`src/design/wave_particle_rhs_defines.svh`:
```
//------------------------------------------------------------------------------
// wave_particle_rhs_defines
// assertion macros used by wpr_back
//------------------------------------------------------------------------------
`ifndef WAVE_PARTICLE_RHS_DEFINES_SVH
`define WAVE_PARTICLE_RHS_DEFINES_SVH

// same-cycle implication
`define WPR_ASSERT_IMP(lbl, ck, rn, pre, post) \
    lbl: assert property (@(posedge ck) disable iff (!rn) (pre) |-> (post)) \
        else $error("wave_particle_rhs assertion failed");

// next-cycle implication
`define WPR_ASSERT_NXT(lbl, ck, rn, pre, post) \
    lbl: assert property (@(posedge ck) disable iff (!rn) (pre) |=> (post)) \
        else $error("wave_particle_rhs assertion failed");

`endif

```
`src/design/wpr_pkg.sv`:
```
//------------------------------------------------------------------------------
// wpr_pkg
// types, constants and helpers of the wave-particle right-hand side block
//------------------------------------------------------------------------------
package wpr_pkg;

    localparam int WORD_W   = 32;
    localparam int SUM_W    = 48;
    localparam int PROD_W   = 66;
    localparam int ANG_W    = 24;
    localparam int CORDIC_N = 17;
    localparam int COUNT_W  = 17;
    localparam int ADDR_W   = 3;
    localparam int Q_DEPTH  = 2;
    localparam int Q_PTR_W  = 1;
    localparam int Q_CNT_W  = 2;

    localparam logic [18:0] TWO_PI = 19'd411775;
    localparam logic signed [ANG_W-1:0] TWO_PI_A  = 24'sd411775;
    localparam logic signed [ANG_W-1:0] PI_A      = 24'sd205887;
    localparam logic signed [ANG_W-1:0] HALF_PI_A = 24'sd102943;
    localparam logic signed [ANG_W-1:0] GAIN_A    = 24'sd39797;

    localparam logic signed [WORD_W-1:0] WORD_MAX = 32'sh7FFF_FFFF;
    localparam logic signed [WORD_W-1:0] WORD_MIN = 32'sh8000_0000;
    localparam logic signed [PROD_W-1:0] WORD_MAX_X = 66'sh7FFF_FFFF;
    localparam logic signed [PROD_W-1:0] WORD_MIN_X = -66'sh8000_0000;
    localparam logic signed [PROD_W-1:0] SUM_MAX_X = 66'sh7FFF_FFFF_FFFF;
    localparam logic signed [PROD_W-1:0] SUM_MIN_X = -66'sh8000_0000_0000;

    localparam logic REG_COUNT = 1'b0;
    localparam logic REG_ALPHA = 1'b1;

    typedef enum logic [0:0] {
        KIND_START    = 1'b0,
        KIND_PARTICLE = 1'b1
    } kind_t;

    typedef struct packed {
        kind_t                     kind;
        logic                      last;
        logic signed [WORD_W-1:0]  w0;
        logic signed [WORD_W-1:0]  w1;
        logic signed [WORD_W-1:0]  w2;
        logic signed [WORD_W-1:0]  w3;
    } item_t;

    typedef struct packed {
        logic [COUNT_W-1:0]        count;
        logic signed [WORD_W-1:0]  alpha;
    } cfg_t;

    function automatic logic signed [ANG_W-1:0] atan_lut(input logic [4:0] i);
        logic signed [ANG_W-1:0] v;
        case (i)
            5'd0:    v = 24'sd51472;
            5'd1:    v = 24'sd30386;
            5'd2:    v = 24'sd16055;
            5'd3:    v = 24'sd8150;
            5'd4:    v = 24'sd4091;
            5'd5:    v = 24'sd2047;
            5'd6:    v = 24'sd1024;
            5'd7:    v = 24'sd512;
            5'd8:    v = 24'sd256;
            5'd9:    v = 24'sd128;
            5'd10:   v = 24'sd64;
            5'd11:   v = 24'sd32;
            5'd12:   v = 24'sd16;
            5'd13:   v = 24'sd8;
            5'd14:   v = 24'sd4;
            5'd15:   v = 24'sd2;
            5'd16:   v = 24'sd1;
            default: v = 24'sd0;
        endcase
        return v;
    endfunction

    function automatic logic signed [WORD_W-1:0] sat_word(input logic signed [PROD_W-1:0] v);
        logic signed [WORD_W-1:0] r;
        if (v > WORD_MAX_X)
            r = WORD_MAX;
        else if (v < WORD_MIN_X)
            r = WORD_MIN;
        else
            r = v[WORD_W-1:0];
        return r;
    endfunction

    function automatic logic signed [SUM_W-1:0] sat_sum(input logic signed [PROD_W-1:0] v);
        logic signed [SUM_W-1:0] r;
        if (v > SUM_MAX_X)
            r = SUM_MAX_X[SUM_W-1:0];
        else if (v < SUM_MIN_X)
            r = SUM_MIN_X[SUM_W-1:0];
        else
            r = v[SUM_W-1:0];
        return r;
    endfunction

endpackage

```
`src/design/wpr_fifo.sv`:
```
//------------------------------------------------------------------------------
// wpr_fifo
// short item queue between front and back
//------------------------------------------------------------------------------
module wpr_fifo (
    input  logic            clk,
    input  logic            rst_n,
    input  logic            push,
    input  wpr_pkg::item_t  push_item,
    output logic            full,
    input  logic            pop,
    output wpr_pkg::item_t  pop_item,
    output logic            empty
);

    wpr_pkg::item_t                 mem_reg [wpr_pkg::Q_DEPTH];
    logic [wpr_pkg::Q_PTR_W-1:0]    wr_ptr_reg;
    logic [wpr_pkg::Q_PTR_W-1:0]    rd_ptr_reg;
    logic [wpr_pkg::Q_CNT_W-1:0]    cnt_reg;

    assign full     = (cnt_reg == wpr_pkg::Q_CNT_W'(wpr_pkg::Q_DEPTH));
    assign empty    = (cnt_reg == '0);
    assign pop_item = mem_reg[rd_ptr_reg];

    always_ff @(posedge clk)
    begin
        if (push)
            mem_reg[wr_ptr_reg] <= push_item;
    end

    always_ff @(posedge clk or negedge rst_n)
    begin
        if (!rst_n)
        begin
            wr_ptr_reg <= '0;
            rd_ptr_reg <= '0;
            cnt_reg    <= '0;
        end
        else
        begin
            if (push)
                wr_ptr_reg <= wr_ptr_reg + 1'b1;
            if (pop)
                rd_ptr_reg <= rd_ptr_reg + 1'b1;
            if (push && !pop)
                cnt_reg <= cnt_reg + 1'b1;
            else if (pop && !push)
                cnt_reg <= cnt_reg - 1'b1;
        end
    end

endmodule

```
`config.mk`:
```
export PLATFORM = sky130hd
export DESIGN_NAME = wpr_fifo
export DESIGN_NICKNAME = d
export VERILOG_FILES = /design/src/design/wave_particle_rhs_defines.svh /design/src/design/wpr_pkg.sv /design/src/design/wpr_fifo.sv
export SDC_FILE = /design/constraint.sdc
export NUM_CORES = 1
export LEC_CHECK = 0
export BUFFER_PORTS_ARGS = -buffer_cell sky130_fd_sc_hd__buf_2
export CAP_MARGIN = 5
export CORE_MARGIN = 5
export CORE_UTILIZATION = 52
export CTS_CLUSTER_SIZE = 30
export DETAILED_ROUTE_END_ITERATION = 16
export PLACE_DENSITY_LB_ADDON = 0.15
export SLEW_MARGIN = 10
export SYNTH_ARGS = -nofsm -noshare
export SYNTH_HDL_FRONTEND = slang
export SYNTH_SLANG_ARGS = --single-unit
```
`constraint.sdc`:
```
create_clock -name clk -period 8.2 [get_ports clk]
set_input_delay 0.41 -clock clk [delete_from_list [all_inputs] [get_ports clk]]
set_output_delay 0.41 -clock clk [all_outputs]
set_load 0.01 [all_outputs]
```
==> qor.csv <==
metric;value;unit
status;completed;
layout cell share with drive strength beyond 1;60.19;%
first-pass detailed-route iteration total;4;
first-pass GRT wire length;28740;µm
hold buffers post-CTS;1;
HP Class;primary input to register;
cell row count;50;
Initial Util;52.98;%
Synth async-reset ratio;1.515;%
Period minus WS final;3.229;ns
Mapped Cells;421;
Setup WS post-layout;4.971;ns
clock skew;0.01121;ns
CORE AREA;18770;µm²
DRT iter0 DRCs;192;
CTS root buf;clkbuf_16;
Max-Cap Viols;0;
vias in the first global route;5281;
Netlist cell types;14;
Die X;148.3;µm
post-route ant nets;0;
mean post-synth cell area;23.62;µm²
via count;4884;
die height;148.3;µm
Final Cycle Share;39.37;%
die area;21990;µm²
CTS buffer count;27;
clk_lat worst skew;0.52;ns
clk sinks;264;
RSZ-0062 raised after global routing;no;
P&R area growth vs syn;23.77;%
count leader, synth;edfxtp_1;
fmax;309.7;MHz
top post-synthesis cells by area;edfxtp_1 79%, mux2_4 14%, mux2_2 4.5%;
Final #Nets;841;
hold_ws;0.07345;ns
hpwl dp;12820;µm
Synth Flop Type;edfxtp_1;
port buffer count;265;
placed instance area;11470;µm²
yosys warns;0;
Setup Buffers After CTS;0;
Peak VDD IR;218.8;µV
PostCTS Resize Cnt;0;
leading area contributor after synthesis;edfxtp_1;
final hold viol count;0;
routed length per instance;19.83;µm
WL final;19090;µm
Worst setup SP type;register;
share of the synthesized area in the top cell type;78.52;%
Yosys reg bits;264;
Residual DRC;0;
final-report max-slew violation count;0;
worst slack at placement;5.524;ns
Post-Place Cells;910;
Crit path required time;7.79;ns
clk slew on worst S/H paths;0.06;ns
Worst Path Arrival;2.82;ns
nature of the critical path endpoint;output pin;
Fin Setup TNS;0;ns
max FFs per register;260;
Max-slew headroom;24.67;%
largest net degree at the start of global routing;83;
Post-Layout Cell Count;963;
initial antenna violation count;3;
Final GP Congestion;0.7467;
critical path class;register to output pin;
buffer depth of the longest clock path;3;
area of the mapped netlist;9943;µm²
Synth top cells by count;260 x edfxtp_1, 90 x mux2_4, 40 x mux2_2;
final instance area;12310;µm²
pin slew with the least headroom to its limit;1.130;ns
io pins;266;
Via density;5.072;
pwr/cell area;348.9;nW/µm²
setup violators final;0;
post-synthesis sequential area ratio;79.53;%
Net Count, Synth;556;
total gr overflow;0;
Total Routing Usage GR;16.80;%
EDFF count, synth;260;
critical path peak fanout;59;
TritonCTS clock tree;built;
Pleak;0.004906;µW
depth of the CTS H-tree;1;
[per-stage QoR]
| step | utilization [%] | power, µW |
|---|---|---|
| final | 65.57 | 4294 |
| after CTS | 65.53 | 4356 |
| after detailed placement | 61.09 | 3212 |
| after global placement | 61.09 | 3179 |
| after global routing | 65.56 | 4497 |
| after floorplan | - | 2834 |
[layer usage]
metal	GRT usage (%)	share of wire, %
met3	4.692	7.9
met5	0	0.079
met4	4.711	1.7
met1	20.29	38
met2	29.73	52
[report_power, final]
group / internal (µW) / total [µW] / switching (µW)
Combinational: 633 / 1250 / 616
Sequential: 1800 / 1910 / 114
Clock: 662 / 1130 / 472
Total: 3090 / 4290 / 1200
[cells in the final DEF (no fill, tap or decap)]
| master | netlist | routed |
|---|---|---|
| nor2_1 | 2 | 2 |
| clkinv_2 | 0 | 3 |
| clkbuf_16 | 0 | 27 |
| clkinv_1 | 0 | 11 |
| mux2_2 | 40 | 40 |
| clkbuf_1 | 0 | 4 |
| xor2_1 | 4 | 4 |
| nor2b_1 | 2 | 1 |
| clkinvlp_4 | 0 | 1 |
| diode_2 | 0 | 3 |
| dfrtp_1 | 4 | 3 |
| bufinv_16 | 0 | 2 |
| nor2b_4 | 0 | 1 |
| buf_4 | 0 | 5 |
| xnor2_1 | 1 | 1 |
| mux2_4 | 90 | 90 |
| and2_4 | 0 | 1 |
| dlygate4sd3_1 | 0 | 1 |
| inv_1 | 1 | 1 |
| buf_2 | 4 | 265 |
| dfrtp_4 | 0 | 1 |
| ha_1 | 1 | 1 |
| inv_6 | 0 | 1 |
| edfxtp_1 | 260 | 260 |
[cells by family (layout without fill, tap and decap cells)]
logic type / Yosys count / count (layout) / share of synthesized area, %
xor gates and xnor gates: 5 / 5 / 0.4404
adders and majority gates: 1 / 1 / 0.1258
buffers and inverters: 16 / 321 / 1.523
DFF: 264 / 264 / 79.53
muxes: 130 / 130 / 18.12
other: 0 / 3 / 0
and+or+nand+nor: 5 / 5 / 0.2643
[critical path, cell delays in order (launching register included)]
cell	delay, ns
dfrtp_4	0.84
buf_4	0.81
mux2_2	0.41
buf_2	0.14
[layout make-up]
class / instances / area (µm²)
Inverter: 1 / 3.754
Clock inverter: 18 / 132.6
Timing Repair Buffer: 271 / 1374
Sequential cell: 264 / 7911
Tap cell: 234 / 292.8
Fill cell: 1331 / 6461
Antenna cell: 3 / 7.507
Clock buffer: 31 / 690.7
Multi-Input combinational cell: 141 / 1894
[path summary, 6_finish.rpt]
path	startpoint	to	slack [ns]	depth (start not counted)
worst min-delay path	push_item[129]	mem_reg[1][129]	0.07	1
worst max-delay path	rd_ptr_reg	pop_item[100]	4.97	3
min in group asynchronous	rst_n	cnt_reg[0]	0.26	2
max in group asynchronous	rst_n	rd_ptr_reg	7.80	2
worst max register to register	wr_ptr_reg	mem_reg[1][4]	5.73	2
worst min register to register	cnt_reg[1]	cnt_reg[1]	0.51	1
No activity file was read; power rests on OpenSTA's default activity.
