### config.mk
export PLATFORM = sky130hd
export DESIGN_NAME = wpr_front_flat
export DESIGN_NICKNAME = d
export VERILOG_FILES = /design/src/design/wave_particle_rhs_defines.svh /design/src/design/wpr_pkg.sv /design/src/design/wpr_if.sv /design/src/design/wpr_front.sv /design/src/flat_wrapper.sv
export SDC_FILE = /design/constraint.sdc
export NUM_CORES = 1
export LEC_CHECK = 0
export BUFFER_PORTS_ARGS = -buffer_cell sky130_fd_sc_hd__buf_2
export CAP_MARGIN = 20
export CORE_AREA = 4 4 124 126
export DETAILED_ROUTE_END_ITERATION = 12
export DIE_AREA = 0 0 128 130
export SLEW_MARGIN = 5
export SYNTH_ARGS = -nofsm -noshare
export SYNTH_HDL_FRONTEND = slang
export SYNTH_SLANG_ARGS = --single-unit
### constraint.sdc
create_clock -name vclk -period 1.2
set_clock_uncertainty 0.05 [all_clocks]
set_input_delay 0.06 -clock vclk [all_inputs]
set_output_delay 0.06 -clock vclk [all_outputs]
set_load 0.005 [all_outputs]
### src/design/wave_particle_rhs_defines.svh
//------------------------------------------------------------------------------
// wave_particle_rhs_defines
// assertion macros used by wpr_back
//------------------------------------------------------------------------------
`ifndef WAVE_PARTICLE_RHS_DEFINES_SVH
`define WAVE_PARTICLE_RHS_DEFINES_SVH

// same-cycle implication
`define WPR_ASSERT_IMP(lbl, ck, rn, pre, post) \
    lbl: assert property (@(posedge ck) disable iff (!rn) (pre) |-> (post)) \
        else $error("wave_particle_rhs assertion failed");

// next-cycle implication
`define WPR_ASSERT_NXT(lbl, ck, rn, pre, post) \
    lbl: assert property (@(posedge ck) disable iff (!rn) (pre) |=> (post)) \
        else $error("wave_particle_rhs assertion failed");

`endif

### src/design/wpr_pkg.sv
//------------------------------------------------------------------------------
// wpr_pkg
// types, constants and helpers of the wave-particle right-hand side block
//------------------------------------------------------------------------------
package wpr_pkg;

    localparam int WORD_W   = 32;
    localparam int SUM_W    = 48;
    localparam int PROD_W   = 66;
    localparam int ANG_W    = 24;
    localparam int CORDIC_N = 17;
    localparam int COUNT_W  = 17;
    localparam int ADDR_W   = 3;
    localparam int Q_DEPTH  = 2;
    localparam int Q_PTR_W  = 1;
    localparam int Q_CNT_W  = 2;

    localparam logic [18:0] TWO_PI = 19'd411775;
    localparam logic signed [ANG_W-1:0] TWO_PI_A  = 24'sd411775;
    localparam logic signed [ANG_W-1:0] PI_A      = 24'sd205887;
    localparam logic signed [ANG_W-1:0] HALF_PI_A = 24'sd102943;
    localparam logic signed [ANG_W-1:0] GAIN_A    = 24'sd39797;

    localparam logic signed [WORD_W-1:0] WORD_MAX = 32'sh7FFF_FFFF;
    localparam logic signed [WORD_W-1:0] WORD_MIN = 32'sh8000_0000;
    localparam logic signed [PROD_W-1:0] WORD_MAX_X = 66'sh7FFF_FFFF;
    localparam logic signed [PROD_W-1:0] WORD_MIN_X = -66'sh8000_0000;
    localparam logic signed [PROD_W-1:0] SUM_MAX_X = 66'sh7FFF_FFFF_FFFF;
    localparam logic signed [PROD_W-1:0] SUM_MIN_X = -66'sh8000_0000_0000;

    localparam logic REG_COUNT = 1'b0;
    localparam logic REG_ALPHA = 1'b1;

    typedef enum logic [0:0] {
        KIND_START    = 1'b0,
        KIND_PARTICLE = 1'b1
    } kind_t;

    typedef struct packed {
        kind_t                     kind;
        logic                      last;
        logic signed [WORD_W-1:0]  w0;
        logic signed [WORD_W-1:0]  w1;
        logic signed [WORD_W-1:0]  w2;
        logic signed [WORD_W-1:0]  w3;
    } item_t;

    typedef struct packed {
        logic [COUNT_W-1:0]        count;
        logic signed [WORD_W-1:0]  alpha;
    } cfg_t;

    function automatic logic signed [ANG_W-1:0] atan_lut(input logic [4:0] i);
        logic signed [ANG_W-1:0] v;
        case (i)
            5'd0:    v = 24'sd51472;
            5'd1:    v = 24'sd30386;
            5'd2:    v = 24'sd16055;
            5'd3:    v = 24'sd8150;
            5'd4:    v = 24'sd4091;
            5'd5:    v = 24'sd2047;
            5'd6:    v = 24'sd1024;
            5'd7:    v = 24'sd512;
            5'd8:    v = 24'sd256;
            5'd9:    v = 24'sd128;
            5'd10:   v = 24'sd64;
            5'd11:   v = 24'sd32;
            5'd12:   v = 24'sd16;
            5'd13:   v = 24'sd8;
            5'd14:   v = 24'sd4;
            5'd15:   v = 24'sd2;
            5'd16:   v = 24'sd1;
            default: v = 24'sd0;
        endcase
        return v;
    endfunction

    function automatic logic signed [WORD_W-1:0] sat_word(input logic signed [PROD_W-1:0] v);
        logic signed [WORD_W-1:0] r;
        if (v > WORD_MAX_X)
            r = WORD_MAX;
        else if (v < WORD_MIN_X)
            r = WORD_MIN;
        else
            r = v[WORD_W-1:0];
        return r;
    endfunction

    function automatic logic signed [SUM_W-1:0] sat_sum(input logic signed [PROD_W-1:0] v);
        logic signed [SUM_W-1:0] r;
        if (v > SUM_MAX_X)
            r = SUM_MAX_X[SUM_W-1:0];
        else if (v < SUM_MIN_X)
            r = SUM_MIN_X[SUM_W-1:0];
        else
            r = v[SUM_W-1:0];
        return r;
    endfunction

endpackage

### src/design/wpr_if.sv
//------------------------------------------------------------------------------
// wpr_if
// input and result channels with valid/ready handshake
//------------------------------------------------------------------------------
interface wpr_in_if;
    logic                valid;
    logic                ready;
    logic                action;
    logic signed [31:0]  field_amplitude;
    logic signed [31:0]  field_phase;
    logic signed [31:0]  particle_amplitude;
    logic signed [31:0]  particle_phase;
    logic signed [31:0]  particle_position;
    logic signed [31:0]  particle_detuning;
    logic                last_particle;

    modport source (
        output valid, action, field_amplitude, field_phase, particle_amplitude,
               particle_phase, particle_position, particle_detuning, last_particle,
        input  ready
    );
    modport sink (
        input  valid, action, field_amplitude, field_phase, particle_amplitude,
               particle_phase, particle_position, particle_detuning, last_particle,
        output ready
    );
endinterface


### src/design/wpr_front.sv
//------------------------------------------------------------------------------
// wpr_front
// input beat acceptance and classification into queue items
//------------------------------------------------------------------------------
module wpr_front (
    wpr_in_if.sink          in_ch,
    input  logic            q_full,
    output logic            push,
    output wpr_pkg::item_t  item
);

    assign in_ch.ready = !q_full;
    assign push        = in_ch.valid && !q_full;

    always_comb
    begin
        if (in_ch.action)
        begin
            item.kind = wpr_pkg::KIND_PARTICLE;
            item.last = in_ch.last_particle;
            item.w0   = in_ch.particle_amplitude;
            item.w1   = in_ch.particle_phase;
            item.w2   = in_ch.particle_position;
            item.w3   = in_ch.particle_detuning;
        end
        else
        begin
            item.kind = wpr_pkg::KIND_START;
            item.last = 1'b0;
            item.w0   = in_ch.field_amplitude;
            item.w1   = in_ch.field_phase;
            item.w2   = '0;
            item.w3   = '0;
        end
    end

endmodule

### src/flat_wrapper.sv
// flat-port wrapper written by rule: the top's interface ports become plain ports
module wpr_front_flat 
  (q_full, push, item, in_ch_valid, in_ch_action, in_ch_field_amplitude, in_ch_field_phase, in_ch_particle_amplitude, in_ch_particle_phase, in_ch_particle_position, in_ch_particle_detuning, in_ch_last_particle, in_ch_ready);
  wpr_in_if in_ch_i ();
  input  logic q_full;
  output logic push;
  output wpr_pkg::item_t item;
  input wire logic [$bits(in_ch_i.valid)-1:0] in_ch_valid;
  input wire logic [$bits(in_ch_i.action)-1:0] in_ch_action;
  input wire logic [$bits(in_ch_i.field_amplitude)-1:0] in_ch_field_amplitude;
  input wire logic [$bits(in_ch_i.field_phase)-1:0] in_ch_field_phase;
  input wire logic [$bits(in_ch_i.particle_amplitude)-1:0] in_ch_particle_amplitude;
  input wire logic [$bits(in_ch_i.particle_phase)-1:0] in_ch_particle_phase;
  input wire logic [$bits(in_ch_i.particle_position)-1:0] in_ch_particle_position;
  input wire logic [$bits(in_ch_i.particle_detuning)-1:0] in_ch_particle_detuning;
  input wire logic [$bits(in_ch_i.last_particle)-1:0] in_ch_last_particle;
  output wire logic [$bits(in_ch_i.ready)-1:0] in_ch_ready;
  assign in_ch_i.valid = in_ch_valid;
  assign in_ch_i.action = in_ch_action;
  assign in_ch_i.field_amplitude = in_ch_field_amplitude;
  assign in_ch_i.field_phase = in_ch_field_phase;
  assign in_ch_i.particle_amplitude = in_ch_particle_amplitude;
  assign in_ch_i.particle_phase = in_ch_particle_phase;
  assign in_ch_i.particle_position = in_ch_particle_position;
  assign in_ch_i.particle_detuning = in_ch_particle_detuning;
  assign in_ch_i.last_particle = in_ch_last_particle;
  assign in_ch_ready = in_ch_i.ready;
  wpr_front u_core (.in_ch(in_ch_i), .q_full(q_full), .push(push), .item(item));
endmodule
==> out/metrics.cfg, run 1 <==
[pwr]
ir_drop_mv = 0.111
combinationalPowerShare_pct = 100.0
power_density_nw_per_um2 = 336
clock_power_share_pct = 0
p_leak_uw = 0.00200
seqPwrFrac_pct = 0
p_sw_uw = 391
internal_power_uw = 697
swShare_pct = 35.9

[placement]
dpl_cell_area_sq_um = 3240
post-place-ws_ps = 82.9
portBuffers = 328
place_congestion = 0.696
dp_hpwl_um = 7750

[run_status]
status = finished, final reports clean

[synthesis]
synthTopCellsByArea = mux2_4, and2_1, mux2_2, buf_6, clkbuf_2
netlist.area_leader.share_pct = 47.5
syn_area_per_cell_sq_um = 9.75
synth_nets = 342
synthCells = 146
ys_seq_area_share_pct = 0
netlist_area_sq_um = 1420
yosysTopAreaCell = mux2_4
ys_types = 9
yosys_warnings = 0

[detailed_routing]
wl_per_cell_um = 13.0
ant_nets = 0
first_pass_iters = 4
drc_errors = 0
viasPerCell = 3.49
drt-initial-drc-count = 47
wl_um = 8390
vias = 2256

[floorplan]
ios = 328
rows = 44
core-area_sq_um = 14300
die_width_um = 128
die_h_um = 130
die_area_sq_um = 16600
initial_core_util_pct = 9.95

[cells_and_area]
seq_cell_count = 0
antenna_cells = 0
finalInstanceArea_sq_um = 3240
final_core_util_pct = 22.6
nFillCells = 1604
num-nets-final = 661
drive_gt1_share_pct = 85.5
area_growth_pct = 127
regArea_sq_um = 0
nClkBuffers = 0

[timing]
whs_ps = 295
finalHoldViolCount = 0
rsz0062_at_grt = false
slew_headroom_pct = 80.3
fmax_ghz = 0.899
worstMarginPinSlew_ps = 296
slew_viol_final = 0
finalSetupTns_ps = 0
period_minus_slack_ps = 1110
setup_viol = 0
fin_ws_ps = 87.6
period_share_pct = 92.7

[critical_path]
critPathRequiredTime_ps = 1090
cp-start-kind = input port
path_class = in -> out
crit_path_max_fanout = 52
crit_path_end_kind = output pin
crit_arrival_ps = 1000

[worst_hold_path]
min_path_type = in -> out

[global_routing]
grt_max_degree = 53
use_met2_pct = 16.8
grt_pass1_vias = 2099
grt_pass1_wl_um = 10700
grt_use_total_pct = 7.92
antenna_found_initial = 0
gr-usage-met1_pct = 8.24
grt-busiest-layer = met2
grt_use_met3_pct = 1.60
overflow = 0

[job]
drv_cap = 0

[clock_tree]
hold_buffers = 0
cts_setup_buffers = 0
ctsResizeCount = 0

## through the flow
step,power [uW],instances
4_1_cts,1110,647
2_1_floorplan,482,146
3_3_place_gp,1100,647
6_report,1090,647
5_1_grt,1190,647
3_5_place_dp,1110,647
## layout by cell type, fill, tap and decap left out
cell type  instances
and2_1            65
buf_12             2
buf_2            327
buf_4              3
inv_1              1
mux2_2            19
mux2_4            45
nor2b_1            1
## critical path, stage by stage
cell and delay [ps]:
buf_4 160, buf_12 280, mux2_4 330, buf_2 130
## final timing paths
kind / slack, ps / to / from / cells past startpoint
hold / removal: 290 / in_ch_ready / q_full / 3
setup / recovery: 90 / item[95] / in_ch_action / 4
## cells in the mapped netlist, drive strengths merged
cell / n
and2: 65
buf: 9
clkbuf: 6
inv: 1
mux2: 64
nor2b: 1
## kinds of logic (layout without fill, tap and decap cells)
logic type    count (synthesis)  in the layout  share of synthesized area, %
simple gates                 66             66                          29.0
buf+inv                      16            333                          8.52
mux                          64             64                          62.5
## power groups by stage
stage	combinational (uW)	sequential, uW	clock, uW
final	1090	0	0
after global placement	1100	0	0
after global routing	1190	0	0
after floorplan	482	0	0
after CTS	1110	0	0
after detailed placement	1110	0	0
## area by class of cell
cell class / count / area [sq um] / area share, %
Inverter: 1 / 3.75 / 0.116
Multi-Input combinational cell: 130 / 1300 / 40.3
Tap cell: 184 / 230 / 7.12
Timing Repair Buffer: 332 / 1700 / 52.5
## layer usage
metal	vias up	wire length, um
li1	1121	-
met1	950	2590
met2	183	4600
met3	2	1160
met4	0	42
met5	-	0
(Power assumes the default switching activity.)
==> inputs of run 2 (changes only) <==
RECOVER_POWER = 100   (was default)
==> out/metrics.cfg, run 2 (synthesized netlist as in run 1, its figures left out) <==
[run_status]
status = finished, final reports clean

[detailed_routing]
ant_nets = 0
wl_per_cell_um = 13.1
first_pass_iters = 4
drc_errors = 0
vias = 2265
viasPerCell = 3.50
drt-initial-drc-count = 25
wl_um = 8500

[timing]
slew_headroom_pct = 84.7
finalHoldViolCount = 0
fmax_ghz = 0.910
whs_ps = 288
rsz0062_at_grt = false
fin_ws_ps = 102
period_minus_slack_ps = 1100
setup_viol = 0
worstMarginPinSlew_ps = 229
period_share_pct = 91.5
slew_viol_final = 0
finalSetupTns_ps = 0

[critical_path]
crit_path_end_kind = output pin
crit_chain = buf_4 > buf_12 > mux2_1 > buf_2
cp_top_family = buffers and inverters
crit_arrival_ps = 990
crit_slowest_cell = mux2_1
crit_path_max_fanout = 47
path_class = in -> out
critPathRequiredTime_ps = 1090
worst-path-buf-inv = 3
slowest_delay_ps = 390
cp-start-kind = input port

[clock_tree]
cts_setup_buffers = 0
hold_buffers = 0
ctsResizeCount = 0

[cells_and_area]
antenna_cells = 0
regArea_sq_um = 0
num-nets-final = 661
final_common_cell = buf_2
final_cell_mix = buf_2, and2_1, mux2_1
nClkBuffers = 0
seq_cell_count = 0
area_growth_pct = 113
drive_gt1_share_pct = 67.8
final_core_util_pct = 21.2

[global_routing]
grt_use_total_pct = 7.92
gr-usage-met1_pct = 8.24
use_met2_pct = 16.8
grt-busiest-layer = met2
grt_use_met3_pct = 1.60
grt_pass1_vias = 2099
grt_max_degree = 53
antenna_found_initial = 0
overflow = 0
grt_pass1_wl_um = 10700

[floorplan]
core-area_sq_um = 14300
die_h_um = 130
initial_core_util_pct = 9.95
ios = 328
die_width_um = 128
rows = 44
die_area_sq_um = 16600

[placement]
portBuffers = 328
dp_hpwl_um = 7750
place_congestion = 0.696
post-place-ws_ps = 82.9

[pwr]
ir_drop_mv = 0.101
p_leak_uw = 0.00168
power_density_nw_per_um2 = 317

[worst_hold_path]
min_to = push
min_path_type = in -> out
holdPathStages = 3
hold_start = q_full

[job]
drv_cap = 0

[run 2: changes by cell type in the layout (fill, tap and decap cells not counted), sizes merged]
cell    previous run  this run
buf              332       291
clkbuf             0        41
[run 2: layer usage]
metal	wire, um	part of all wire (%)	up-vias
met2	4620	54	181
met3	1140	13	2
met5	0	0	-
met1	2690	32	961
li1	-	-	1121
met4	42	0.49	0
[run 2: area by class of cell]
type / count / area [sq um]
tap: 184 / 230
fill: 1686 / 11300
timing repair buffer: 332 / 1650
multi-input combinational: 130 / 1140
inverter: 1 / 3.75
[run 2: how the worst max path moves through the flow]
stage | depth (start not counted) | start | to | slack [ps]
3_3_place_gp | 4 | in_ch_action | item[95] | 90
2_1_floorplan | 3 | in_ch_action | item[100] | 440
6_report | 4 | in_ch_action | item[122] | 100
4_1_cts | 4 | in_ch_action | item[95] | 80
5_1_grt | 4 | in_ch_action | item[122] | 40
3_5_place_dp | 4 | in_ch_action | item[95] | 80
[run 2: where the power goes]
part	switching [uW]	leakage, uW	internal [uW]
logic	380	0.00168	580
clock network	0	0	0
registers	0	0	0
[run 2: per-stage QoR]
| step | cells | instance area (sq um) | power, uW |
|---|---|---|---|
| 2_1_floorplan | 146 | 1420 | 482 |
| 3_3_place_gp | 647 | 3240 | 1100 |
| 3_5_place_dp | 647 | 3240 | 1110 |
| 4_1_cts | 647 | 3240 | 1110 |
| 5_1_grt | 647 | 3030 | 1060 |
| 6_report | 647 | 3030 | 960 |
[run 2: tightest hold or removal path: cells and delay by family]
| family | cells | cell delay, ps |
|---|---|---|
| buf+inv | 2 | 180 |
| simple gates | 1 | 40 |
==> inputs of run 3 (changes only) <==
ABC_AREA = 1   (was default)
==> out/metrics.cfg, run 3 <==
[run_status]
status = finished, final reports clean

[floorplan]
ios = 328
die_h_um = 130
initial_core_util_pct = 9.53
core-area_sq_um = 14300
die_area_sq_um = 16600
die_width_um = 128
rows = 44

[timing]
rsz0062_at_grt = false
setup_viol = 0
finalHoldViolCount = 0
finalSetupTns_ps = 0
slew_headroom_pct = 80.0
period_share_pct = 77.6
fmax_ghz = 1.07
slew_viol_final = 0
worstMarginPinSlew_ps = 300
period_minus_slack_ps = 932
whs_ps = 288

[detailed_routing]
wl_per_cell_um = 10.1
first_pass_iters = 4
drt-initial-drc-count = 105
vias = 2936
viasPerCell = 3.49
ant_nets = 0
wl_um = 8530
drc_errors = 0

[placement]
placedCellCount = 842
dp_hpwl_um = 7580
portBuffers = 328
place_congestion = 0.814
dpl_cell_area_sq_um = 3170

[critical_path]
slowest_delay_ps = 240
critPathRequiredTime_ps = 1090
crit_path_end_kind = output pin
crit_arrival_ps = 820
crit_slowest_cell = buf_4
path_class = in -> out
cp_top_family = buffers and inverters
crit_chain = buf_4 > inv_1 > buf_4 > nand2_1 > nand2_1 > clkbuf_1
startpoint = in_ch_action
worst-path-buf-inv = 4
crit_path_max_fanout = 17
cp-start-kind = input port

[cells_and_area]
num-nets-final = 856
fin_cells = 842
finalInstanceArea_sq_um = 3060
drive_gt1_share_pct = 37.7
final_cell_mix = nand2_1, buf_2, clkbuf_1
antenna_cells = 0
seq_cell_count = 0
nClkBuffers = 0
final_common_cell = nand2_1
area_growth_pct = 124
regArea_sq_um = 0

[pwr]
total_power_uw = 978
seqPwrFrac_pct = 0
internal_power_uw = 494
combinationalPowerShare_pct = 100.0
clock_power_share_pct = 0
ir_drop_mv = 0.265
p_sw_uw = 485
swShare_pct = 49.5
power_density_nw_per_um2 = 320
p_leak_uw = 0.00235

[synthesis]
netlist_area_sq_um = 1360
synth_nets = 543
synthTopCellsByArea = nand2_1, inv_1, buf_4, buf_2, inv_2
synthCells = 347
ys_types = 6
netlist.area_leader.share_pct = 70.7
yosysTopAreaCell = nand2_1
yosys_warnings = 0
ys_seq_area_share_pct = 0
syn_area_per_cell_sq_um = 3.93
synthTopCellsByCount = nand2_1, inv_1, buf_4
yosysMostFrequentCell = nand2_1

[worst_hold_path]
min_path_type = in -> out
holdPathStages = 3
min_to = push
hold_start = q_full

[global_routing]
grt_pass1_vias = 2489
grt_max_degree = 77
grt_pass1_wl_um = 11300
overflow = 0
grt_use_total_pct = 7.97
antenna_found_initial = 0

[clock_tree]
hold_buffers = 0
cts_setup_buffers = 0
ctsResizeCount = 0

[job]
drv_cap = 0

[run 3: cells by family after synthesis]
kind of cell | synth area share [%]
buffers and inverters | 29.0
AND/OR/NAND/NOR | 71.0
[run 3: power groups by stage]
stage / clock [uW] / combinational [uW] / sequential [uW]
5_1_grt: 0 / 1110 / 0
4_1_cts: 0 / 1040 / 0
3_5_place_dp: 0 / 1030 / 0
6_report: 0 / 978 / 0
2_1_floorplan: 0 / 397 / 0
3_3_place_gp: 0 / 1030 / 0
[run 3: stage by stage]
step	utilization, %	setup WS (ps)
2_1_floorplan	-	626
3_3_place_gp	22.1	276
3_5_place_dp	22.1	273
4_1_cts	22.1	271
5_1_grt	21.4	184
6_report	21.4	268
[run 3: worst max-delay path by stage]
stage | endpoint | slack (ps) | cells past startpoint
6_report | item[74] | 270 | 6
5_1_grt | item[79] | 180 | 6
4_1_cts | item[68] | 270 | 5
3_5_place_dp | item[68] | 270 | 5
3_3_place_gp | item[68] | 280 | 5
2_1_floorplan | item[100] | 630 | 4
[run 3: metal layers]
layer  wire (um)  track usage (%)
met1        3000             9.51
met2        4480             16.0
met3        1020            0.901
met4          27            0.250
met5           0                0
[run 3: area by class of cell]
cell class / instances / area (sq um)
Inverter: 68 / 255
Timing Repair Buffer: 332 / 1610
Tap cell: 184 / 230
Fill cell: 1724 / 11300
Multi-Input combinational cell: 258 / 968
[run 3: tightest hold or removal path, cell delays in order]
cell    delay, ps
buf_2          90
nor2_1         40
buf_1          90
